==> src/rtl/tgai_pkg.sv <==
`default_nettype none
package tgai_pkg;

  localparam logic [1:0] KIND_SWAP       = 2'd0;
  localparam logic [1:0] KIND_FINAL      = 2'd1;
  localparam logic [1:0] KIND_ITEMS_FULL = 2'd2;
  localparam logic [1:0] KIND_TABLE_FULL = 2'd3;

  localparam int IDX_W = 10;

  typedef enum logic [2:0] {
    S_IDLE = 3'b001,
    S_SRCH = 3'b010,
    S_WALK = 3'b100
  } state_t;

  typedef struct packed {
    logic             valid;
    logic [1:0]       kind;
    logic [IDX_W-1:0] first;
    logic [IDX_W-1:0] second;
    logic             last;
  } result_t;

endpackage
`default_nettype wire

==> src/rtl/type_grouped_array_insert.sv <==
// Each insert runs a newest-first key search, one compare per cycle, and on a match an end
// walk through the table RAMs, one entry per cycle; start is taken only while busy is low.
// A store-full reject keeps busy low; a table-full reject ends the search.
// Reset clears the item and group counts; table contents stay undefined until written.
// Results are strobed for one cycle each, one per cycle; the receiver cannot stall.
`default_nettype none
module type_grouped_array_insert #(
  parameter int MAX_GROUPS = 16,
  parameter int MAX_ITEMS  = 1024
) (
  input  wire logic        clk,
  input  wire logic        rst,
  input  wire logic        start,
  input  wire logic [31:0] type_key,
  output logic             busy,
  output logic             strobe,
  output logic [1:0]       result_kind,
  output logic [9:0]       first_index,
  output logic [9:0]       second_index,
  output logic             is_last
);

  localparam int GW = (MAX_GROUPS > 1) ? $clog2(MAX_GROUPS) : 1;
  localparam int IW = $clog2(MAX_ITEMS + 1);

  logic          key_we;
  logic [GW-1:0] key_waddr;
  logic [31:0]   key_wdata;
  logic [GW-1:0] key_raddr;
  logic [31:0]   key_rdata;
  logic          end_we;
  logic [GW-1:0] end_waddr;
  logic [IW-1:0] end_wdata;
  logic [GW-1:0] end_raddr;
  logic [IW-1:0] end_rdata;

  tgai_pkg::result_t res;

  tgai_ctrl #(
    .MAX_GROUPS (MAX_GROUPS),
    .MAX_ITEMS  (MAX_ITEMS)
  ) u_ctrl (
    .clk       (clk),
    .rst       (rst),
    .start     (start),
    .type_key  (type_key),
    .busy      (busy),
    .key_we    (key_we),
    .key_waddr (key_waddr),
    .key_wdata (key_wdata),
    .key_raddr (key_raddr),
    .key_rdata (key_rdata),
    .end_we    (end_we),
    .end_waddr (end_waddr),
    .end_wdata (end_wdata),
    .end_raddr (end_raddr),
    .end_rdata (end_rdata),
    .res       (res)
  );

  tgai_ram #(
    .WIDTH (32),
    .DEPTH (MAX_GROUPS)
  ) u_key_ram (
    .clk   (clk),
    .we    (key_we),
    .waddr (key_waddr),
    .wdata (key_wdata),
    .raddr (key_raddr),
    .rdata (key_rdata)
  );

  tgai_ram #(
    .WIDTH (IW),
    .DEPTH (MAX_GROUPS)
  ) u_end_ram (
    .clk   (clk),
    .we    (end_we),
    .waddr (end_waddr),
    .wdata (end_wdata),
    .raddr (end_raddr),
    .rdata (end_rdata)
  );

  always_ff @(posedge clk) begin
    if (rst) begin
      strobe <= 1'b0;
    end else begin
      strobe <= res.valid;
    end
    result_kind  <= res.kind;
    first_index  <= res.first;
    second_index <= res.second;
    is_last      <= res.last;
  end

  a_last_idle: assert property (@(posedge clk) disable iff (rst)
    strobe && is_last |-> !busy)
    else $error("last result while still busy");

  a_nonswap_last: assert property (@(posedge clk) disable iff (rst)
    strobe && (result_kind != tgai_pkg::KIND_SWAP) |-> is_last)
    else $error("non-swap result not marked last");

  a_reject_zero: assert property (@(posedge clk) disable iff (rst)
    strobe && (result_kind == tgai_pkg::KIND_ITEMS_FULL ||
               result_kind == tgai_pkg::KIND_TABLE_FULL)
    |-> (first_index == '0) && (second_index == '0))
    else $error("reject result with nonzero indices");

  a_start_acts: assert property (@(posedge clk) disable iff (rst)
    start && !busy |=> busy || strobe)
    else $error("start transfer ignored");

endmodule
`default_nettype wire

==> src/rtl/tgai_ram.sv <==
`default_nettype none
module tgai_ram #(
  parameter int WIDTH = 32,
  parameter int DEPTH = 16,
  localparam int AW = (DEPTH > 1) ? $clog2(DEPTH) : 1
) (
  input  wire logic                    clk,
  input  wire logic                    we,
  input  wire logic [AW-1:0]           waddr,
  input  wire logic [WIDTH-1:0]        wdata,
  input  wire logic [AW-1:0]           raddr,
  output logic      [WIDTH-1:0]        rdata
);

  logic [WIDTH-1:0] mem [DEPTH];

  always_ff @(posedge clk) begin
    if (we) begin
      mem[waddr] <= wdata;
    end
    rdata <= mem[raddr];
  end

endmodule
`default_nettype wire

==> src/rtl/tgai_ctrl.sv <==
`default_nettype none
module tgai_ctrl #(
  parameter int MAX_GROUPS = 16,
  parameter int MAX_ITEMS  = 1024,
  localparam int GW = (MAX_GROUPS > 1) ? $clog2(MAX_GROUPS) : 1,
  localparam int IW = $clog2(MAX_ITEMS + 1)
) (
  input  wire logic             clk,
  input  wire logic             rst,
  input  wire logic             start,
  input  wire logic [31:0]      type_key,
  output logic                  busy,
  output logic                  key_we,
  output logic [GW-1:0]         key_waddr,
  output logic [31:0]           key_wdata,
  output logic [GW-1:0]         key_raddr,
  input  wire logic [31:0]      key_rdata,
  output logic                  end_we,
  output logic [GW-1:0]         end_waddr,
  output logic [IW-1:0]         end_wdata,
  output logic [GW-1:0]         end_raddr,
  input  wire logic [IW-1:0]    end_rdata,
  output tgai_pkg::result_t     res
);

  localparam int CW = $clog2(MAX_GROUPS + 1);
  localparam int XW = IW + tgai_pkg::IDX_W;

  tgai_pkg::state_t state;

  logic [31:0]   key;
  logic [IW-1:0] src;
  logic [IW-1:0] item_total;
  logic [CW-1:0] gcount;
  logic [CW-1:0] left;
  logic          pend_v;
  logic [GW-1:0] pend_idx;
  logic [GW-1:0] g;
  logic [GW-1:0] hit;
  logic [IW-1:0] fin;

  logic          match;
  logic          last_g;
  logic          new_ok;
  logic          notfound;
  logic          items_full;
  logic [IW-1:0] d;
  logic [IW-1:0] first_sel;
  logic [XW-1:0] first_ext;
  logic [XW-1:0] src_ext;

  assign busy       = (state != tgai_pkg::S_IDLE);
  assign d          = end_rdata;
  assign match      = pend_v && (key_rdata == key);
  assign last_g     = (CW'(g) == (gcount - CW'(1)));
  assign new_ok     = (gcount < CW'(MAX_GROUPS));
  assign items_full = (item_total >= IW'(MAX_ITEMS));
  assign notfound   = (state == tgai_pkg::S_SRCH) && !match && (left == '0);

  assign key_raddr = GW'(left - CW'(1));
  assign key_we    = notfound && new_ok;
  assign key_waddr = GW'(gcount);
  assign key_wdata = key;

  assign end_raddr = (state == tgai_pkg::S_SRCH) ? pend_idx : GW'(g + GW'(1));
  assign end_we    = key_we || (state == tgai_pkg::S_WALK);
  assign end_waddr = (state == tgai_pkg::S_WALK) ? g : GW'(gcount);
  assign end_wdata = (state == tgai_pkg::S_WALK) ? d + IW'(1) : src + IW'(1);

  assign first_ext = {{tgai_pkg::IDX_W{1'b0}}, first_sel};
  assign src_ext   = {{tgai_pkg::IDX_W{1'b0}}, src};

  always_comb begin
    res       = '0;
    first_sel = d;
    unique case (state)
      tgai_pkg::S_IDLE: begin
        if (start && items_full) begin
          res.valid = 1'b1;
          res.kind  = tgai_pkg::KIND_ITEMS_FULL;
          res.last  = 1'b1;
        end
      end
      tgai_pkg::S_SRCH: begin
        first_sel = src;
        if (notfound) begin
          res.valid = 1'b1;
          res.last  = 1'b1;
          if (new_ok) begin
            res.kind  = tgai_pkg::KIND_FINAL;
            res.first = first_ext[tgai_pkg::IDX_W-1:0];
          end else begin
            res.kind  = tgai_pkg::KIND_TABLE_FULL;
          end
        end
      end
      tgai_pkg::S_WALK: begin
        if (last_g) begin
          first_sel = (g == hit) ? d : fin;
          res.valid = 1'b1;
          res.kind  = tgai_pkg::KIND_FINAL;
          res.first = first_ext[tgai_pkg::IDX_W-1:0];
          res.last  = 1'b1;
        end else if (d != src) begin
          res.valid  = 1'b1;
          res.kind   = tgai_pkg::KIND_SWAP;
          res.first  = first_ext[tgai_pkg::IDX_W-1:0];
          res.second = src_ext[tgai_pkg::IDX_W-1:0];
        end
      end
      default: begin
        res = '0;
      end
    endcase
  end

  always_ff @(posedge clk) begin
    if (rst) begin
      state      <= tgai_pkg::S_IDLE;
      gcount     <= '0;
      item_total <= '0;
      pend_v     <= 1'b0;
    end else begin
      unique case (state)
        tgai_pkg::S_IDLE: begin
          if (start && !items_full) begin
            key    <= type_key;
            src    <= item_total;
            left   <= gcount;
            pend_v <= 1'b0;
            state  <= tgai_pkg::S_SRCH;
          end
        end
        tgai_pkg::S_SRCH: begin
          // search runs newest entry first, one compare per cycle
          if (match) begin
            hit   <= pend_idx;
            g     <= pend_idx;
            state <= tgai_pkg::S_WALK;
          end else if (left == '0) begin
            if (new_ok) begin
              gcount     <= gcount + CW'(1);
              item_total <= item_total + IW'(1);
            end
            state <= tgai_pkg::S_IDLE;
          end else begin
            pend_v   <= 1'b1;
            pend_idx <= GW'(left - CW'(1));
            left     <= left - CW'(1);
          end
        end
        tgai_pkg::S_WALK: begin
          if (g == hit) begin
            fin <= d;
          end
          if (last_g) begin
            item_total <= item_total + IW'(1);
            state      <= tgai_pkg::S_IDLE;
          end else begin
            g <= g + GW'(1);
          end
        end
        default: begin
          state <= tgai_pkg::S_IDLE;
        end
      endcase
    end
  end

endmodule
`default_nettype wire
==> config.mk <==
export PLATFORM = sky130hd
export DESIGN_NAME = type_grouped_array_insert
export DESIGN_NICKNAME = d
export VERILOG_FILES = /design/src/rtl/tgai_pkg.sv /design/src/rtl/type_grouped_array_insert.sv /design/src/rtl/tgai_ram.sv /design/src/rtl/tgai_ctrl.sv
export SDC_FILE = /design/constraint.sdc
export NUM_CORES = 1
export LEC_CHECK = 0
export BUFFER_PORTS_ARGS = -buffer_cell sky130_fd_sc_hd__buf_4
export CORE_AREA = 2 2 259 261
export CTS_CLUSTER_DIAMETER = 60
export DETAILED_ROUTE_END_ITERATION = 6
export DIE_AREA = 0 0 261 263
export HOLD_SLACK_MARGIN = 0.1
export PLACE_DENSITY = 0.65
export SYNTH_ARGS = -nofsm -noshare
export SYNTH_HDL_FRONTEND = slang
export SYNTH_SLANG_ARGS = --single-unit
==> constraint.sdc <==
create_clock -name clk -period 6.1 [get_ports clk]
set_clock_uncertainty 0.1 [all_clocks]
set_input_delay 0.61 -clock clk [delete_from_list [all_inputs] [get_ports clk]]
set_output_delay 0.61 -clock clk [all_outputs]
set_load 0.02 [all_outputs]
# == After elaboration in Yosys (flattened, before gate mapping) ==
# Memories as Yosys holds them, arrays and structs flattened. A register that Yosys moved wholly into a read port is not among the register bits.
# Index checks and enable logic that the tools add are counted.
# totals
input_bits,35
register_bits,115
out_inout_bits,25
word_cells,115
ramBits,688
mem_count,2
# memory_table
memory,depth,word_bits,rd,rd_ports_with_merged_regs,write_ports,line_no,text
u_key_ram.mem,16,32,1,1,1,tgai_ram.sv:15,logic [WIDTH-1:0] mem [DEPTH];
u_end_ram.mem,16,11,1,1,1,tgai_ram.sv:15,
# classes
order_cmp,2
n_bitwise,5
n_eq_ne,17
n_reduce_logical,23
n_addsub,7
n_mux,43
# op_table
op,n
2-to-1 mux 11 bit,6
"adder 11 x 1 -> 11 bit, second input constant",3
== test 32 bit,1
2-to-1 mux 10 bit,3
2-to-1 mux 13 bit,2
2-to-1 mux 23 bit,1
one-hot mux 11 bit (2 select lines),1
one-hot mux 10 bit (2 select lines),1
one-hot mux 3 bit (3 select lines),2
2-to-1 mux 4 bit,4
AND reduction 4 bit,4
2-to-1 mux 3 bit,5
2-to-1 mux 5 bit,3
"greater-or-equal comparator 11 bit, second input constant",1
inequality test 11 bit,1
2-to-1 mux 1 bit,10
"inequality test 2 x 1 -> 1 bit, second input constant",5
one-hot mux 5 bit (2 select lines),1
AND reduction 5 bit,2
"subtractor 5 x 1 -> 5 bit, second input constant",2
AND reduction 3 bit,3
one-hot mux 4 bit (2 select lines),1
logical AND 1 bit,6
"inequality test 2 bit, second input constant",3
19 further kinds,26

# == Longest topological paths before layout ==
# logic_depth
word_depth,9
mapped_depth,12
depth_no_buf,8

# == By module ==
# A second synthesis with hierarchy kept.
# hier_totals
cells_unflattened,1665
area_unflattened_um2,32479.9
# by_module_without_submodules
mod,instances,cells_per_inst,seq_area_each_um2,area_per_inst_um2
tgai_ram at u_key_ram,1,838,16015.4,19835.3
tgai_ram at u_end_ram,1,305,5505.3,7039.3
tgai_ctrl,1,497,2502.4,5111.2
type_grouped_array_insert,1,25,480.5,494.2

# == Worst setup path before layout ==
# No wires, ideal clock.
# synth_timing
path_kind,register -> register
startpoint,register u_ctrl.left[0]
endpoint,memory u_key_ram.mem[8][0] (enable)
period_less_slack_ns,5.175
setup_time_ns,0.461
stages_incl_launch_ff,13
path_buffers,4
slack_ns,0.925
required_ns,5.539
arrival_time_ns,4.614
cell_sequence,edfxtp_1 -> clkbuf_1 -> buf_2 -> buf_2 -> inv_1 -> ha_1 -> nand2b_1 -> nor3_1 -> nand3_1 -> a31oi_1 -> clkbuf_1 -> nand2_1 -> nor3_1
# synth_between
elab_chain_cells,5
# synth_rtl
item,line_no,text
start: declaration,tgai_ctrl.sv:35,logic [CW-1:0] left;
start signal: assignment,tgai_ctrl.sv:129,left <= gcount;
start signal: assignment,tgai_ctrl.sv:149,left <= left - CW'(1);
logical NOT 5 bit,tgai_ctrl.sv:58,assign notfound = (state == tgai_pkg::S_SRCH) && !match && (left == '0);
logical AND 1 bit,tgai_ctrl.sv:58,
logical AND 1 bit,tgai_ctrl.sv:61,assign key_we = notfound && new_ok;
2-to-1 mux 1 bit,tgai_ram.sv:18,if (we) begin
2-to-1 mux 1 bit (not written as such),tgai_ram.sv:19,mem[waddr] <= wdata;
end: declaration,tgai_ram.sv:15,
# Every way passes these cells.

# == Worst setup path in the final report ==
# layout_timing
startpoint,register u_ctrl.left[0]
endpoint,memory u_key_ram.mem[13][14] (enable)
# The elaborated chain is that of the path after synthesis.

==> qor.yml <==
status: "completed"
clkTransAtPathRegs_ns: 0.06
clk_latency_ns: 0.64
root_buffer: "clkbuf_16"
grt_max_degree: 65
synth_cells: 1576
nNetsFinal: 1762
hold_class: "input pin to flop"
startpoint_type: "flop"
die_x_um: 261
fp.dieH_um: 263
final-max-slew-violation-count: 0
io_buffers: 59
grt-ovfl-total: 0
critical_path_arrival_ns: 4.57
fin_crit_sh_pct: 72.7
worst_slew_pin_slew_ns: 1.30
cts_made_buffers: 84
drtPass1Iterations: 7
ff2ff_setup_slack_ns: 1.67
crit_required_ns: 6.23
antenna_found_initial: 1
power_density_nw_per_um2: 322
use_met3_pct: 3.45
multi_input_area_um2: 7790
reg2reg_depth: 9
place_area_um2: 34200
cts.path.max_buffers: 3
finalWeightedCongestion: 0.805
htreeDepth: 3
post_drt_wl_per_cell_um: 25.7
core_um2: 65600
synthDistinctLibCells: 55
period_needed_ns: 4.43
setup_viol: 0
r2r_end: "u_key_ram.mem[13][14]"
synth_fp_nets: 1619
final_area_um2: 37300
cp-end-kind: "flop"
top_usage_layer: "met2"
routed_via_density: 5.93
critPathKind: "flop to flop"
worstHoldStart: "type_key[20]"
synth_edf_count: 758
clock.fmax_mhz: 225
synth_top_area_cell: "edfxtp_1"
synthesis.area_um2: 32500
max-cap-violations: 0
drt_iter0_drc: 1718
syn_area_per_cell_um2: 20.6
grt_use_total_pct: 20.3
worstPathMaxFanout: 32
use_met2_pct: 31.4
leakagePower_nw: 11.9
io-pin-count: 60
syn2layout_area_growth_pct: 14.6
fp.dieArea_um2: 68600
final-seq-area_um2: 24500
grt_pass1_wl_um: 103000
ys_warn_count: 0
ys_seq_elements: 845
rsz0062_at_grt: "no"
drc: 0
ant_nets: 0
postCtsResizedCells: 0
ir_drop_v: 0.000261
fillers: 4858
whs_endpoint: "u_ctrl.key_wdata[20]"
dp_hpwl_um: 38400
ys.flop_type: "edfxtp_1"
ys_seq_area_share_pct: 75.3
num_antenna_cells: 0
grt.met1_usage_pct: 30.2
r2r-start: "u_ctrl.left[0]"
grt_pass1_vias: 16000
synthTopCellsByCount: "758 x edfxtp_1, 201 x mux4_2, 87 x dfxtp_1"
cts_num_sinks: 845
start_util_pct: 49.6
hold_depth: 1
wirelength_um: 68300
layout-drive-gt1-share_pct: 26.9
synth_area_leaders: "edfxtp_1 70%, mux4_2 14%, dfxtp_1 5.4%, xnor2_1 1.5%, mux2i_1 1.4%"
setup_tns_ns: 0
tritoncts: "built"
num_vias: 15700
async_flop_share_pct: 0
yosysMostFrequentCell: "edfxtp_1"
rows: 94
synth_top_area_share_pct: 70.0
hold_violations: 0
maxSlewHeadroom_pct: 12.7
==> final cells by class <==
| class | count | share of cell area (%) |
|---|---|---|
| flip-flops and latches | 845 | 65.7 |
| multi-input cells | 640 | 20.9 |
| clock buffers | 118 | 6.32 |
| repair buffers | 134 | 2.92 |
| well taps | 864 | 2.90 |
| clock inverters | 39 | 1.13 |
| inverters | 14 | 0.141 |
==> flip-flops by register name (all words and copies together), names as in the netlist <==
name and count:
u_end_ram.mem 176, u_ctrl.item_total 11, is_last 1, u_ctrl.src 11, u_end_ram.rdata 11, second_index 10
u_ctrl.pend_v 1, u_ctrl.g 4, u_ctrl.pend_idx 4, u_ctrl.left 5, u_ctrl.state 3, u_ctrl.key_wdata 32
first_index 10, result_kind 2, u_key_ram.mem 512, u_ctrl.gcount 5, u_ctrl.fin 10, u_key_ram.rdata 32
strobe 1, u_ctrl.hit 4
==> worst max-delay path, stage by stage, from the launching register on <==
cell      delay [ns]
edfxtp_1        0.39
inv_1           0.16
ha_4            0.19
nand2b_1        0.08
nor3_1          0.49
nand3_1         0.30
a31oi_2         0.82
buf_4           0.38
nand2_1         0.15
nor2_4          0.96
==> timing repair <==
action                    CTS  global route
setup buffers               0             0
hold endpoints to repair   31             0
hold buffers               31             0
==> worst max-delay path by stage <==
stage | startpoint | endpoint | slack, ns | cells after the start
after floorplan | u_ctrl.left[0] | u_key_ram.mem[8][0] | 0.93 | 12
after global placement | u_ctrl.key_wdata[2] | u_key_ram.mem[12][13] | 1.73 | 7
after detailed placement | u_ctrl.left[0] | u_key_ram.mem[13][14] | 1.74 | 9
after CTS | u_ctrl.left[0] | u_key_ram.mem[13][28] | 1.69 | 9
after global routing | u_ctrl.left[0] | u_key_ram.mem[15][22] | 1.39 | 9
final | u_ctrl.left[0] | u_key_ram.mem[13][14] | 1.67 | 9
==> stage by stage <==
step | hold slack [ns] | total power [mW] | util [%] | worst slack (ns) | cells
2_1_floorplan | 0.337 | 6.81 | - | 0.925 | 1576
3_3_place_gp | 0.366 | 6.98 | 52.1 | 1.73 | 2465
3_5_place_dp | 0.371 | 6.99 | 52.1 | 1.74 | 2466
4_1_cts | 0.104 | 12.1 | 56.8 | 1.69 | 2654
5_1_grt | 0.114 | 12.4 | 56.8 | 1.39 | 2654
6_report | 0.140 | 12.0 | 56.8 | 1.67 | 2654
==> report_power, final <==
part           total [mW]  internal [mW]  switching [mW]
combinational       0.464          0.226           0.238
clock                5.14           3.01            2.13
sequential           6.42           6.34          0.0763
==> cell families (layout without fill, tap and decap cells) <==
group	count (synthesis)	after routing	synth area share, %
AO/OA/AOI/OAI	75	75	1.63
AND/OR/NAND/NOR	228	228	3.68
adder cells (fa/ha/maj)	8	8	0.308
buffers and inverters	91	305	1.27
XOR/XNOR	67	67	1.80
multiplexers	262	262	16.0
flip-flops	845	845	75.3
==> cells in the final DEF, fill, tap and decap left out, types with 7 or more instances in the layout <==
| cell type | count |
|---|---|
| a21oi_1 | 17 |
| a31oi_1 | 11 |
| a32oi_1 | 11 |
| and3_1 | 17 |
| buf_4 | 102 |
| bufinv_16 | 7 |
| clkbuf_1 | 23 |
| clkbuf_16 | 86 |
| clkbuf_8 | 8 |
| clkinv_2 | 15 |
| dfxtp_1 | 87 |
| dlygate4sd3_1 | 31 |
| edfxtp_1 | 758 |
| ha_1 | 7 |
| inv_1 | 14 |
| mux2_2 | 11 |
| mux2i_1 | 45 |
| mux4_2 | 201 |
| nand2_1 | 44 |
| nand3_1 | 37 |
| nand4_1 | 20 |
| nor2_1 | 39 |
| nor3_1 | 12 |
| nor3_2 | 7 |
| o21ai_0 | 13 |
| xnor2_1 | 51 |
| xor2_1 | 11 |
==> routing by layer <==
metal  vias to the layer above  part of all wire, %
met2                       537                   48
li1                       6777                    -
met3                       117                  5.8
met5                         -                    0
met4                         0                  2.2
met1                      8303                   44
Power figures use the tool's default switching activity.
